===== src/design/slot_pool_allocator_oldest_reuse_defines.svh =====
// ----------------------------------------------------------------------------
// Slot pool allocator assertion macros
// Shared property macros for the allocator top level.
// ----------------------------------------------------------------------------
`ifndef SLOT_POOL_ALLOCATOR_OLDEST_REUSE_DEFINES_SVH
`define SLOT_POOL_ALLOCATOR_OLDEST_REUSE_DEFINES_SVH

// Same-cycle implication, checked outside reset.
`define SPA_ASSERT_IMPL(label, ante, cons, msg) \
  label: assert property (@(posedge clk) disable iff (rst) (ante) |-> (cons)) \
    else $error(msg);

// Next-cycle implication, checked outside reset.
`define SPA_ASSERT_NEXT(label, ante, cons, msg) \
  label: assert property (@(posedge clk) disable iff (rst) (ante) |=> (cons)) \
    else $error(msg);

`endif


===== src/design/spa_pkg.sv =====
// ----------------------------------------------------------------------------
// Slot pool allocator package
// Field widths, codes and shared types of the allocator.
// ----------------------------------------------------------------------------
`timescale 1ns / 1ps
`default_nettype none

package spa_pkg;

  localparam int SLOT_W   = 5;
  localparam int STATUS_W = 2;
  localparam int CFG_W    = 6;
  localparam int SLOT_CAP = 32;

  localparam logic OP_ALLOC   = 1'b0;
  localparam logic OP_RELEASE = 1'b1;

  localparam logic [STATUS_W-1:0] STATUS_FRESH    = 2'd0;
  localparam logic [STATUS_W-1:0] STATUS_RECYCLED = 2'd1;
  localparam logic [STATUS_W-1:0] STATUS_RELEASED = 2'd2;
  localparam logic [STATUS_W-1:0] STATUS_IGNORED  = 2'd3;

  typedef enum logic [1:0] {
    ST_IDLE,
    ST_EVAL,
    ST_COMMIT
  } state_t;

  typedef struct packed {
    logic load;
    logic shift;
  } cell_cmd_t;

  typedef struct packed {
    logic cand;
    logic rel;
  } cell_hit_t;

endpackage

`default_nettype wire


===== src/design/spa_cell.sv =====
// ----------------------------------------------------------------------------
// Slot pool allocator list cell
// One entry of the allocation-order list, oldest entries in the lowest cells.
// ----------------------------------------------------------------------------
`timescale 1ns / 1ps
`default_nettype none

module spa_cell (
  input  wire                              clk,
  input  spa_pkg::cell_cmd_t               cmd,
  input  wire  [spa_pkg::SLOT_W-1:0]       neighbor_slot,
  input  wire  [spa_pkg::SLOT_W-1:0]       append_slot,
  input  wire                              in_list,
  input  wire  [spa_pkg::SLOT_W-1:0]       req_slot,
  input  wire  [spa_pkg::CFG_W-1:0]        eff_size,
  output logic [spa_pkg::SLOT_W-1:0]       slot,
  output spa_pkg::cell_hit_t               hit
);

  // A load of the tail takes priority over the shift from the younger neighbor.
  always_ff @(posedge clk) begin
    if (cmd.load) begin
      slot <= append_slot;
    end else if (cmd.shift) begin
      slot <= neighbor_slot;
    end
  end

  always_comb begin
    hit.cand = in_list && ({1'b0, slot} < eff_size);
    hit.rel  = in_list && (slot == req_slot);
  end

endmodule

`default_nettype wire


===== src/design/slot_pool_allocator_oldest_reuse.sv =====
// ----------------------------------------------------------------------------
// Slot pool allocator with oldest-first reuse
// Grants the lowest free slot, recycles the oldest one when the pool is full, releases slots.
// ----------------------------------------------------------------------------
//  Channel   Direction  Signals                       Contents
//  s_*       in         s_tvalid s_tready s_tdata     tdata: slot, tuser: operation
//                       s_tuser
//  m_*       out        m_tvalid m_tready m_tdata     tdata: granted_slot, tuser: status
//                       m_tuser
//  cfg_*     in         cfg_valid cfg_ready cfg_data  pool_size
//
//  Each request passes an evaluate state, which evaluates the cell row and the free map,
//  and a commit state, which commits the shift of the list cells and loads the result register.
//  While results are taken, the next request is accepted in that commit state.
//  A result waiting in the output register holds the commit, and a request
//  that follows is only accepted together with that commit.
//  Reset is synchronous and clears the state, the list count and the active map;
//  no clearing pass is needed.
// ----------------------------------------------------------------------------
`timescale 1ns / 1ps
`default_nettype none

`include "slot_pool_allocator_oldest_reuse_defines.svh"

module slot_pool_allocator_oldest_reuse #(
  parameter int POOL_DEPTH = 32
) (
  input  wire        clk,
  input  wire        rst,
  input  wire        s_tvalid,
  output logic       s_tready,
  input  wire  [7:0] s_tdata,    // [4:0] slot, [7:5] zero
  input  wire  [0:0] s_tuser,    // [0] operation
  output logic       m_tvalid,
  input  wire        m_tready,
  output logic [7:0] m_tdata,    // [4:0] granted_slot, [7:5] zero
  output logic [1:0] m_tuser,    // [1:0] status
  input  wire        cfg_valid,
  output logic       cfg_ready,
  input  wire  [5:0] cfg_data    // [5:0] pool_size
);

  localparam int CAP   = (POOL_DEPTH > spa_pkg::SLOT_CAP) ? spa_pkg::SLOT_CAP : POOL_DEPTH;
  localparam int CNT_W = $clog2(CAP + 1);
  localparam logic [spa_pkg::CFG_W-1:0] CAP_SIZE = spa_pkg::CFG_W'(CAP);

  spa_pkg::state_t state, state_next;

  logic [spa_pkg::CFG_W-1:0]  eff_size;
  logic [CAP-1:0]             active_map;
  logic [CNT_W-1:0]           count;
  logic                       req_op;
  logic [spa_pkg::SLOT_W-1:0] req_slot;

  // Evaluation results, registered for the commit cycle.
  logic [CAP-1:0]               rm_onehot;
  logic                         app_en;
  logic [CAP-1:0]               set_mask;
  logic [CAP-1:0]               clr_mask;
  logic [spa_pkg::STATUS_W-1:0] res_status;
  logic [spa_pkg::SLOT_W-1:0]   res_slot;

  logic s_accept;
  logic commit;

  assign cfg_ready = 1'b1;
  assign s_accept  = s_tvalid && s_tready;

  always_ff @(posedge clk) begin
    if (rst) begin
      state <= spa_pkg::ST_IDLE;
    end else begin
      state <= state_next;
    end
  end

  always_comb begin
    state_next = state;
    s_tready   = 1'b0;
    commit     = 1'b0;
    case (state)
      spa_pkg::ST_IDLE: begin
        s_tready = 1'b1;
        if (s_tvalid) begin
          state_next = spa_pkg::ST_EVAL;
        end
      end
      spa_pkg::ST_EVAL: begin
        state_next = spa_pkg::ST_COMMIT;
      end
      spa_pkg::ST_COMMIT: begin
        if (!m_tvalid || m_tready) begin
          commit     = 1'b1;
          s_tready   = 1'b1;
          state_next = s_tvalid ? spa_pkg::ST_EVAL : spa_pkg::ST_IDLE;
        end
      end
      default: begin
        state_next = spa_pkg::ST_IDLE;
      end
    endcase
  end

  // Pool size is stored already saturated to the usable range.
  always_ff @(posedge clk) begin
    if (rst) begin
      eff_size <= CAP_SIZE;
    end else if (cfg_valid) begin
      if (cfg_data == '0) begin
        eff_size <= spa_pkg::CFG_W'(1);
      end else if (cfg_data > CAP_SIZE) begin
        eff_size <= CAP_SIZE;
      end else begin
        eff_size <= cfg_data;
      end
    end
  end

  always_ff @(posedge clk) begin
    if (s_accept) begin
      req_op   <= s_tuser[0];
      req_slot <= s_tdata[spa_pkg::SLOT_W-1:0];
    end
  end

  // ---------------------------------------------------------------- cell row
  logic [spa_pkg::SLOT_W-1:0] cell_slot [CAP];
  spa_pkg::cell_cmd_t         cell_cmd  [CAP];
  spa_pkg::cell_hit_t         cell_hit  [CAP];
  logic [CAP-1:0]             cand_vec;
  logic [CAP-1:0]             rel_vec;
  logic [CNT_W-1:0]           count_next;
  logic [CNT_W-1:0]           tail;
  logic [CAP-1:0]             at_or_after;
  logic                       rm_any;

  assign rm_any      = |rm_onehot;
  assign at_or_after = ~(rm_onehot - CAP'(1));
  assign count_next  = count - CNT_W'(rm_any) + CNT_W'(app_en);
  assign tail        = count_next - CNT_W'(1);

  for (genvar i = 0; i < CAP; i++) begin : g_cell
    logic [spa_pkg::SLOT_W-1:0] neighbor;

    if (i == CAP - 1) begin : g_last
      assign neighbor = '0;
    end else begin : g_mid
      assign neighbor = cell_slot[i+1];
    end

    always_comb begin
      cell_cmd[i].load  = commit && app_en && (CNT_W'(i) == tail);
      cell_cmd[i].shift = commit && rm_any && at_or_after[i];
    end

    spa_cell u_cell (
      .clk           (clk),
      .cmd           (cell_cmd[i]),
      .neighbor_slot (neighbor),
      .append_slot   (res_slot),
      .in_list       (CNT_W'(i) < count),
      .req_slot      (req_slot),
      .eff_size      (eff_size),
      .slot          (cell_slot[i]),
      .hit           (cell_hit[i])
    );

    assign cand_vec[i] = cell_hit[i].cand;
    assign rel_vec[i]  = cell_hit[i].rel;
  end

  // -------------------------------------------------------------- evaluation
  logic [CAP-1:0]             free_vec;
  logic [CAP-1:0]             free_first;
  logic [CAP-1:0]             cand_first;
  logic [CAP-1:0]             slot_dec;
  logic [spa_pkg::SLOT_W-1:0] free_idx;
  logic [spa_pkg::SLOT_W-1:0] cand_slot;
  logic                       out_range;

  always_comb begin
    free_idx  = '0;
    cand_slot = '0;
    for (int i = 0; i < CAP; i++) begin
      free_vec[i] = !active_map[i] && (spa_pkg::CFG_W'(i) < eff_size);
      slot_dec[i] = (req_slot == spa_pkg::SLOT_W'(i));
    end
    free_first = free_vec & (~free_vec + CAP'(1));
    cand_first = cand_vec & (~cand_vec + CAP'(1));
    for (int i = 0; i < CAP; i++) begin
      if (free_first[i]) begin
        free_idx = free_idx | spa_pkg::SLOT_W'(i);
      end
      if (cand_first[i]) begin
        cand_slot = cand_slot | cell_slot[i];
      end
    end
    out_range = ({1'b0, req_slot} >= eff_size);
  end

  always_ff @(posedge clk) begin
    if (state == spa_pkg::ST_EVAL) begin
      rm_onehot <= '0;
      app_en    <= 1'b0;
      set_mask  <= '0;
      clr_mask  <= '0;
      res_slot  <= '0;
      if (req_op == spa_pkg::OP_ALLOC) begin
        if (|free_vec) begin
          res_status <= spa_pkg::STATUS_FRESH;
          res_slot   <= free_idx;
          set_mask   <= free_first;
          app_en     <= 1'b1;
        end else begin
          // Oldest in-pool entry moves to the tail; with none it answers slot 0.
          res_status <= spa_pkg::STATUS_RECYCLED;
          res_slot   <= cand_slot;
          rm_onehot  <= cand_first;
          app_en     <= |cand_vec;
        end
      end else if (out_range) begin
        res_status <= spa_pkg::STATUS_IGNORED;
      end else begin
        res_status <= spa_pkg::STATUS_RELEASED;
        rm_onehot  <= rel_vec;
        clr_mask   <= slot_dec;
      end
    end
  end

  // ------------------------------------------------------------------ commit
  always_ff @(posedge clk) begin
    if (rst) begin
      count      <= '0;
      active_map <= '0;
    end else if (commit) begin
      count      <= count_next;
      active_map <= (active_map | set_mask) & ~clr_mask;
    end
  end

  always_ff @(posedge clk) begin
    if (rst) begin
      m_tvalid <= 1'b0;
    end else if (commit) begin
      m_tvalid <= 1'b1;
    end else if (m_tready) begin
      m_tvalid <= 1'b0;
    end
  end

  always_ff @(posedge clk) begin
    if (commit) begin
      m_tdata <= {{(8 - spa_pkg::SLOT_W){1'b0}}, res_slot};
      m_tuser <= res_status;
    end
  end

  // -------------------------------------------------------------- assertions
  `SPA_ASSERT_IMPL(a_list_matches_map, 1'b1, $countones(active_map) == 32'(count), "active map and list count disagree")
  `SPA_ASSERT_IMPL(a_release_unique, state == spa_pkg::ST_EVAL, $onehot0(rel_vec), "slot appears twice in the order list")
  `SPA_ASSERT_NEXT(a_commit_result, commit, m_tvalid, "committed beat did not reach the output register")

endmodule

`default_nettype wire


===== config.mk =====
export PLATFORM = sky130hd
export DESIGN_NAME = slot_pool_allocator_oldest_reuse
export DESIGN_NICKNAME = d
export VERILOG_FILES = /design/src/design/spa_pkg.sv /design/src/design/spa_cell.sv /design/src/design/slot_pool_allocator_oldest_reuse.sv
export VERILOG_INCLUDE_DIRS = /design/src /design/src/design
export SDC_FILE = /design/constraint.sdc
export NUM_CORES = 1
export LEC_CHECK = 0
export ABC_CLOCK_PERIOD_IN_PS = 6300
export BUFFER_PORTS_ARGS = -buffer_cell sky130_fd_sc_hd__buf_2
export CORE_MARGIN = 3
export CORE_UTILIZATION = 58
export DETAILED_ROUTE_END_ITERATION = 10
export PLACE_DENSITY = 0.77
export SETUP_SLACK_MARGIN = 0.4
export SYNTH_ARGS = -nofsm -noshare
export SYNTH_HDL_FRONTEND = slang
export SYNTH_SLANG_ARGS = --single-unit

===== constraint.sdc =====
create_clock -name clk -period 6.3 [get_ports clk]
set_clock_uncertainty 0.1 [all_clocks]
set_input_delay 0.945 -clock clk [delete_from_list [all_inputs] [get_ports clk]]
set_output_delay 0.945 -clock clk [all_outputs]
set_load 0.01 [all_outputs]

# Yosys cells after proc, flatten, opt, wreduce, memory -nomap -nowiden
# Cells that the tools add are included.
[classes]
n_addsub = 6
n_lt_le_gt_ge = 98
eq_ne = 98
mux = 223
n_bitwise = 39
n_reduce_logical = 240
[ops]
columns = ["operator", "n"]
rows = [
  ["5-bit two-way mux", 149],
  ["32-bit two-way mux", 20],
  ["5-bit by 6-bit < comparator with 1-bit output", 32],
  ["5-bit by 6-bit < comparator with 1-bit output (first input constant)", 32],
  ["1-bit logical AND", 163],
  ["5-bit equality test", 32],
  ["5-bit OR", 31],
  ["32-bit NOT", 4],
  ["32-bit bitwise AND", 3],
  ["5-bit by 6-bit equality test with 1-bit output (first input constant)", 16],
  ["4-bit by 6-bit < comparator with 1-bit output (first input constant)", 16],
  ["32-bit OR reduction", 3],
  ["5-bit equality test (second input constant)", 16],
  ["2-bit nonzero test", 34],
  ["6-bit two-way mux", 11],
  ["32-bit by 1-bit adder with 32-bit output (second input constant)", 2],
  ["4-bit by 6-bit equality test with 1-bit output (first input constant)", 8],
  ["3-bit by 6-bit < comparator with 1-bit output (first input constant)", 8],
  ["5-bit by 4-bit equality test with 1-bit output (second input constant)", 8],
  ["1-bit zero test", 33],
  ["4-bit two-way mux", 8],
  ["32-bit OR", 1],
  ["32-bit by 1-bit subtractor with 32-bit output (second input constant)", 1],
  ["3-bit by 6-bit equality test with 1-bit output (first input constant)", 4],
  ["other kinds (26)", 69],
]
[totals]
register_bits = 324
input_bits = 20

# Logic depth before layout (Yosys ltp)
[depth]
word_depth = 73
ltp_mapped = 25
depth_no_buf = 22

# Hierarchy
# Synthesis repeated with hierarchy kept, for this count alone.
[hier_totals]
hier_cells = 2307
area_unflattened_um2 = 23025.8
[by_module_without_submodules]
columns = ["mod", "instances", "cells_per_inst", "area_each_um2", "seq_area_each_um2"]
rows = [
  ["spa_cell", 32, 35, 384.1, 150.1],
  ["slot_pool_allocator_oldest_reuse", 1, 1187, 10734.0, 4454.3],
]

# Worst setup path after synthesis
# Ideal clock, no wire load.
[synth_path]
path_type = "reg-to-reg"
from = "register rm_onehot[2]"
to = "register g_cell[17].u_cell.slot[0] in the netlist's numbering, data pin"
setup_ns = 0.260
t_arrival_ns = 5.730
required_time_ns = 5.940
setup_slack_ns = 0.210
stages_incl_launch_ff = 22
cell_sequence = "edfxtp_1 nor4_1 nand3_1 or3_1 or2_1 or4_1 clkbuf_1 or3_1 ha_1 inv_1 ha_1 inv_1 fa_1 nor2b_1 and2_1 nand2_1 nor3_1 a31o_2 clkbuf_1 nand2_1 nor2_1 mux2_2"
[synth_via]
elab_chain_cells = 7
[synth_rtl]
columns = ["element", "line", "source"]
rows = [
  ["from (decl)", "slot_pool_allocator_oldest_reuse.sv:56", "logic [CAP-1:0] rm_onehot;"],
  ["from (signal assigned)", "slot_pool_allocator_oldest_reuse.sv:218", "rm_onehot <= cand_first;"],
  ["from (signal assigned)", "slot_pool_allocator_oldest_reuse.sv:225", "rm_onehot <= rel_vec;"],
  ["32-bit OR reduction", "slot_pool_allocator_oldest_reuse.sv:137", "assign rm_any = |rm_onehot;"],
  ["6-bit by 1-bit subtractor with 6-bit output", "slot_pool_allocator_oldest_reuse.sv:139", "assign count_next = count - CNT_W'(rm_any) + CNT_W'(app_en);"],
  ["6-bit by 1-bit adder with 6-bit output", "slot_pool_allocator_oldest_reuse.sv:139", ""],
  ["6-bit by 1-bit subtractor with 6-bit output", "slot_pool_allocator_oldest_reuse.sv:140", "assign tail = count_next - CNT_W'(1);"],
  ["5-bit by 6-bit equality test with 1-bit output", "slot_pool_allocator_oldest_reuse.sv:152", "cell_cmd[i].load = commit && app_en && (CNT_W'(i) == tail);"],
  ["1-bit logical AND", "slot_pool_allocator_oldest_reuse.sv:152", ""],
  ["5-bit two-way mux", "spa_cell.sv:22", "if (cmd.load) begin"],
  ["to (signal assigned)", "spa_cell.sv:23", "slot <= append_slot;"],
  ["to (signal assigned)", "spa_cell.sv:25", "slot <= neighbor_slot;"],
  ["to (decl)", "spa_cell.sv:16", "output logic [spa_pkg::SLOT_W-1:0] slot,"],
]
# No other way between the ends.
# A chain may end at the register's enable or synchronous reset.

# Final worst setup path
[layout_path]
from = "register rm_onehot[10]"
to = "register g_cell[2].u_cell.slot[1] in the netlist's numbering, data pin"
[layout_via]
elab_chain_cells = 7
[layout_rtl]
columns = ["element", "line"]
rows = [
  ["32-bit OR reduction", "slot_pool_allocator_oldest_reuse.sv:137"],
  ["6-bit by 1-bit subtractor with 6-bit output", "slot_pool_allocator_oldest_reuse.sv:139"],
  ["6-bit by 1-bit adder with 6-bit output", "slot_pool_allocator_oldest_reuse.sv:139"],
  ["6-bit by 1-bit subtractor with 6-bit output", "slot_pool_allocator_oldest_reuse.sv:140"],
  ["2-bit by 6-bit equality test with 1-bit output", "slot_pool_allocator_oldest_reuse.sv:152"],
  ["1-bit logical AND", "slot_pool_allocator_oldest_reuse.sv:152"],
  ["5-bit two-way mux", "spa_cell.sv:22"],
  ["to (signal assigned)", "spa_cell.sv:23"],
  ["to (signal assigned)", "spa_cell.sv:25"],
  ["to (decl)", "spa_cell.sv:16"],
]
# No other way between the ends.

==> run_results.csv <==
group,metric,value,unit
outcome,run_status,"finished clean",
clock_tree,num_cts_buffers,35,
synth,netlist.area_leader.share,38.0,%
synth,post-synth-top-count-cell,"edfxtp_1",
worst_setup_path,worst_setup_path_start_kind,"flop",
synth,synthesis.area_per_instance,10.4,sq um
worst_setup_path,worstReg2RegStart,"rm_onehot[10]$_DFFE_PN_",
synth,ys_top_cells_by_count,"edfxtp_1, nor2_1, mux2_2",
worst_setup_path,cpPeakStageDelay,0.56,ns
placement,detail_placement_hpwl,52.1,mm
worst_setup_path,setup.worst_path.end,"g_cell[2].u_cell.slot[1]$_DFFE_PP_",
placement,place.gp.congestion,1.05,
sta,transition_time_at_the_pin_with_the_least_slew_margin,1.12,ns
worst_setup_path,worst_r2r_endpoint,"g_cell[2].u_cell.slot[1]$_DFFE_PP_",
job,maximum_capacitance_violations,0,
floorplan,floorplan.initialDensity,59.4,%
floorplan,chipHeight,200,um
power,power.ir.vdd_worst,0.000204,V
floorplan,io-pin-count,33,
drt,detailroute.via_count,18900,
synth,synth_sequential_area_ratio,42.3,%
layout,nNetsFinal,2327,
synth,post_synth_main_area_contributors,"edfxtp_1, ha_1, mux2_2",
clock_tree,number_of_h_tree_branching_levels,2,
worst_setup_path,data_required_time_at_the_worst_endpoint,6.52,ns
drt,drt-pass1-iter-count,6,
synth,yosys.area.top_type,"edfxtp_1",
worst_setup_path,critical_path.startpoint,"rm_onehot[10]$_DFFE_PN_",
worst_setup_path,end_kind,"flop",
worst_setup_path,critical_path_cell_count,17,
layout,drive_above_1_share,19.4,%
layout,layout-area-overhead-vs-synth,11.8,%
drt,drt_iter0_markers,2552,
sta,finalWorstPathRequiredPeriod,5.81,ns
global_routing,grt_first_pass_wirelength,112,mm
hold_path,min-delay-path-class,"reg -> reg",
clock_tree,clkSlewWorstSetupHoldPaths,0.06,ns
drt,routed_wire_length_per_instance,27.7,um
worst_setup_path,timing.critical_path.max_delay_family,"simple AND/OR/NAND/NOR gates",
synth,number_of_enable_type_register_cells_in_the_synthesized_netlist,277,
worst_setup_path,critPathBufInv,3,
sta,hold_viol_final,0,
worst_setup_path,crit_arrival,6.03,ns
floorplan,core_area,0.0369,sq mm
synth,synthCells,2106,
floorplan,floorplan.die.width,200,um
global_routing,grt_pass1_vias,18700,
floorplan,row_count,70,
drt,antenna_violating_nets_post_route,0,
hold_path,hp-start,"clr_mask[30]$_SDFFCE_PP0N_",
synth,synth.yosys.warnings,0,
worst_setup_path,worst-setup-path-type,"reg -> reg",
synth,yosys_most_used_dff,"edfxtp_1",
clock_tree,hold_buffers_post_cts,0,
drt,routed_via_density,7.03,
global_routing,met2_usage,56.3,%
power,power.density_cell_area,226,mW/mm^2
global_routing,grt_antenna_before_repair,0,
floorplan,floorplan.die_area,0.0401,sq mm
global_routing,grt_remaining_overflow,0,
power,leak,8.50,nW
clock_tree,worst_skew_pair.late_latency,0.57,ns
placement,numPortBuffers,25,
clock_tree,clk_path_buf_depth,3,
clock_tree,clock_sinks,324,
worst_setup_path,r2r_setup_slack,0.49,ns
sta,setup_viol,0,
synth,synth-seq-cells,324,
worst_setup_path,reg2regPathDepth,17,
clock_tree,clockRootBuffer,"clkbuf_16",
sta,final_max_slew_viol_count,0,
sta,final_min_period_over_clock_period,92.2,%
layout,number_of_antenna_repair_diodes,0,
synth,postSynth.asyncResetShare,0,%
layout,final_design_area_no_fill,0.0245,sq mm
global_routing,globalRouteMet1Util,47.0,%
placement,dpl-instance-area,0.0229,sq mm
worst_setup_path,cp_cell_sequence,"or4_4 -> or3_4 -> or2_4 -> or4_4 -> or3_4 -> ha_4 -> inv_2 -> ha_2 -> inv_1 -> fa_2 -> nor2b_4 -> and2_1 -> buf_4 -> or2_2 -> nor2_1 -> nand2_1 -> mux2_2",
sta,timing.setup.tns,0,ns
sta,rsz_0062_raised_after_global_routing,"no",
drt,drc_errors,0,
worst_setup_path,timing.critical_path.fanout_max,6,
synth,synth.cell_area,0.0219,sq mm
global_routing,globalRoute.busiestLayer,"met2",
sta,maximum_frequency_from_static_timing_analysis,172,MHz
global_routing,globalRouteMet3Util,7.96,%
worst_setup_path,crit_slowest_cell,"or4_4",
sta,slew_headroom,25.3,%
clock_tree,tritoncts,"yes",
global_routing,largest_net_degree_at_the_start_of_global_routing,80,
global_routing,track_usage,36.1,%
synth,synthDistinctLibCells,92,
drt,routed_wl,74.5,mm
==> power by group <==
part	total, mW	internal (mW)	switching (mW)	leakage, nW
clock	2.21	1.31	0.902	0.593
sequential	2.43	2.37	0.0602	2.96
combinational	0.896	0.291	0.605	4.95
==> through the flow <==
stage,cells,setup slack [ns],hold WS (ns),util [%],power (mW)
2_1_floorplan,2108,0.403,0.300,-,3.00
3_3_place_gp,2616,0.135,0.300,62.2,3.28
3_5_place_dp,2616,0.0185,0.313,62.2,3.30
4_1_cts,2680,0.387,0.322,65.8,5.50
5_1_grt,2689,0.437,0.332,66.3,5.68
6_report,2689,0.489,0.321,66.3,5.54
==> final cells by class <==
class                   count  area [sq um]
repair buffers            122           861
clock inverters            22           290
clock buffers              40           925
well taps                 504           631
flip-flops and latches    324          9260
fillers                  2821         12400
inverters                  50           188
multi-input cells        1627         12300
==> registers in the layout, summed over array words and instances (netlist names) <==
signal,flops
req_op,1
m_tvalid,1
active_map,32
req_slot,5
m_tuser,2
eff_size,6
g_cell.u_cell.slot,160
m_tdata,5
clr_mask,32
count,6
state,2
res_slot,5
rm_onehot,32
set_mask,32
app_en,1
res_status,2
==> cell usage in the layout, fill, tap and decap left out, drive strengths merged, types with 14 or more instances in the layout <==
master / n
nor4: 29
buf: 122
inv: 52
nor2b: 20
edfxtp: 277
xor2: 114
o211ai: 20
o22ai: 28
dfxtp: 47
mux2: 155
clkbuf: 40
nand3: 43
and3: 21
o21ai: 100
a211oi: 44
a21oi: 106
a22oi: 19
nand4: 33
a2111oi: 14
nand2b: 42
nor2: 173
a31oi: 16
or3: 16
nand2: 96
or4: 15
o21a: 22
ha: 146
nor3: 73
xnor2: 79
==> layer usage <==
metal,vias up,part of all wire [%]
li1,8192,-
met1,9102,38
met2,1282,44
met3,323,11
met4,0,6.4
met5,-,0
==> repair_timing <==
item / 4_1_cts / 5_1_grt
pin swaps: 1 / 15
buffers inserted: 2 / 9
resized for setup: 34 / 38
endpoints found under the setup margin: 270 / 286
==> worst min path at each step <==
| stage | to | slack, ns | depth (start not counted) |
|---|---|---|---|
| after global placement | m_tuser[1]$_DFFE_PP_ | 0.30 | 0 |
| final | active_map[30]$_SDFFE_PP0P_ | 0.32 | 1 |
| after global routing | active_map[26]$_SDFFE_PP0P_ | 0.33 | 1 |
| after floorplan | m_tuser[0]$_DFFE_PP_ | 0.30 | 0 |
| after CTS | active_map[30]$_SDFFE_PP0P_ | 0.32 | 1 |
| after detailed placement | m_tuser[0]$_DFFE_PP_ | 0.31 | 0 |
==> logic make-up after synthesis <==
| family | count (synthesis) | share of synthesized area (%) |
|---|---|---|
| AOI/OAI and AO/OA | 514 | 16.2 |
| xor gates and xnor gates | 193 | 7.72 |
| adders and majority gates | 147 | 8.44 |
| buffers and inverters | 157 | 2.88 |
| DFF | 324 | 42.3 |
| muxes | 158 | 8.11 |
| other | 2 | 0.0343 |
| and+or+nand+nor | 611 | 14.3 |
==> worst register-to-register path, delay by kind of cell (launching register included) <==
family                   cells  cell delay [ns]
flip-flops                   1             0.44
buffers and inverters        3             0.25
AND/OR/NAND/NOR             10             3.53
adder cells (fa/ha/maj)      3             0.88
multiplexers                 1             0.38
Power figures use the tool's default switching activity.
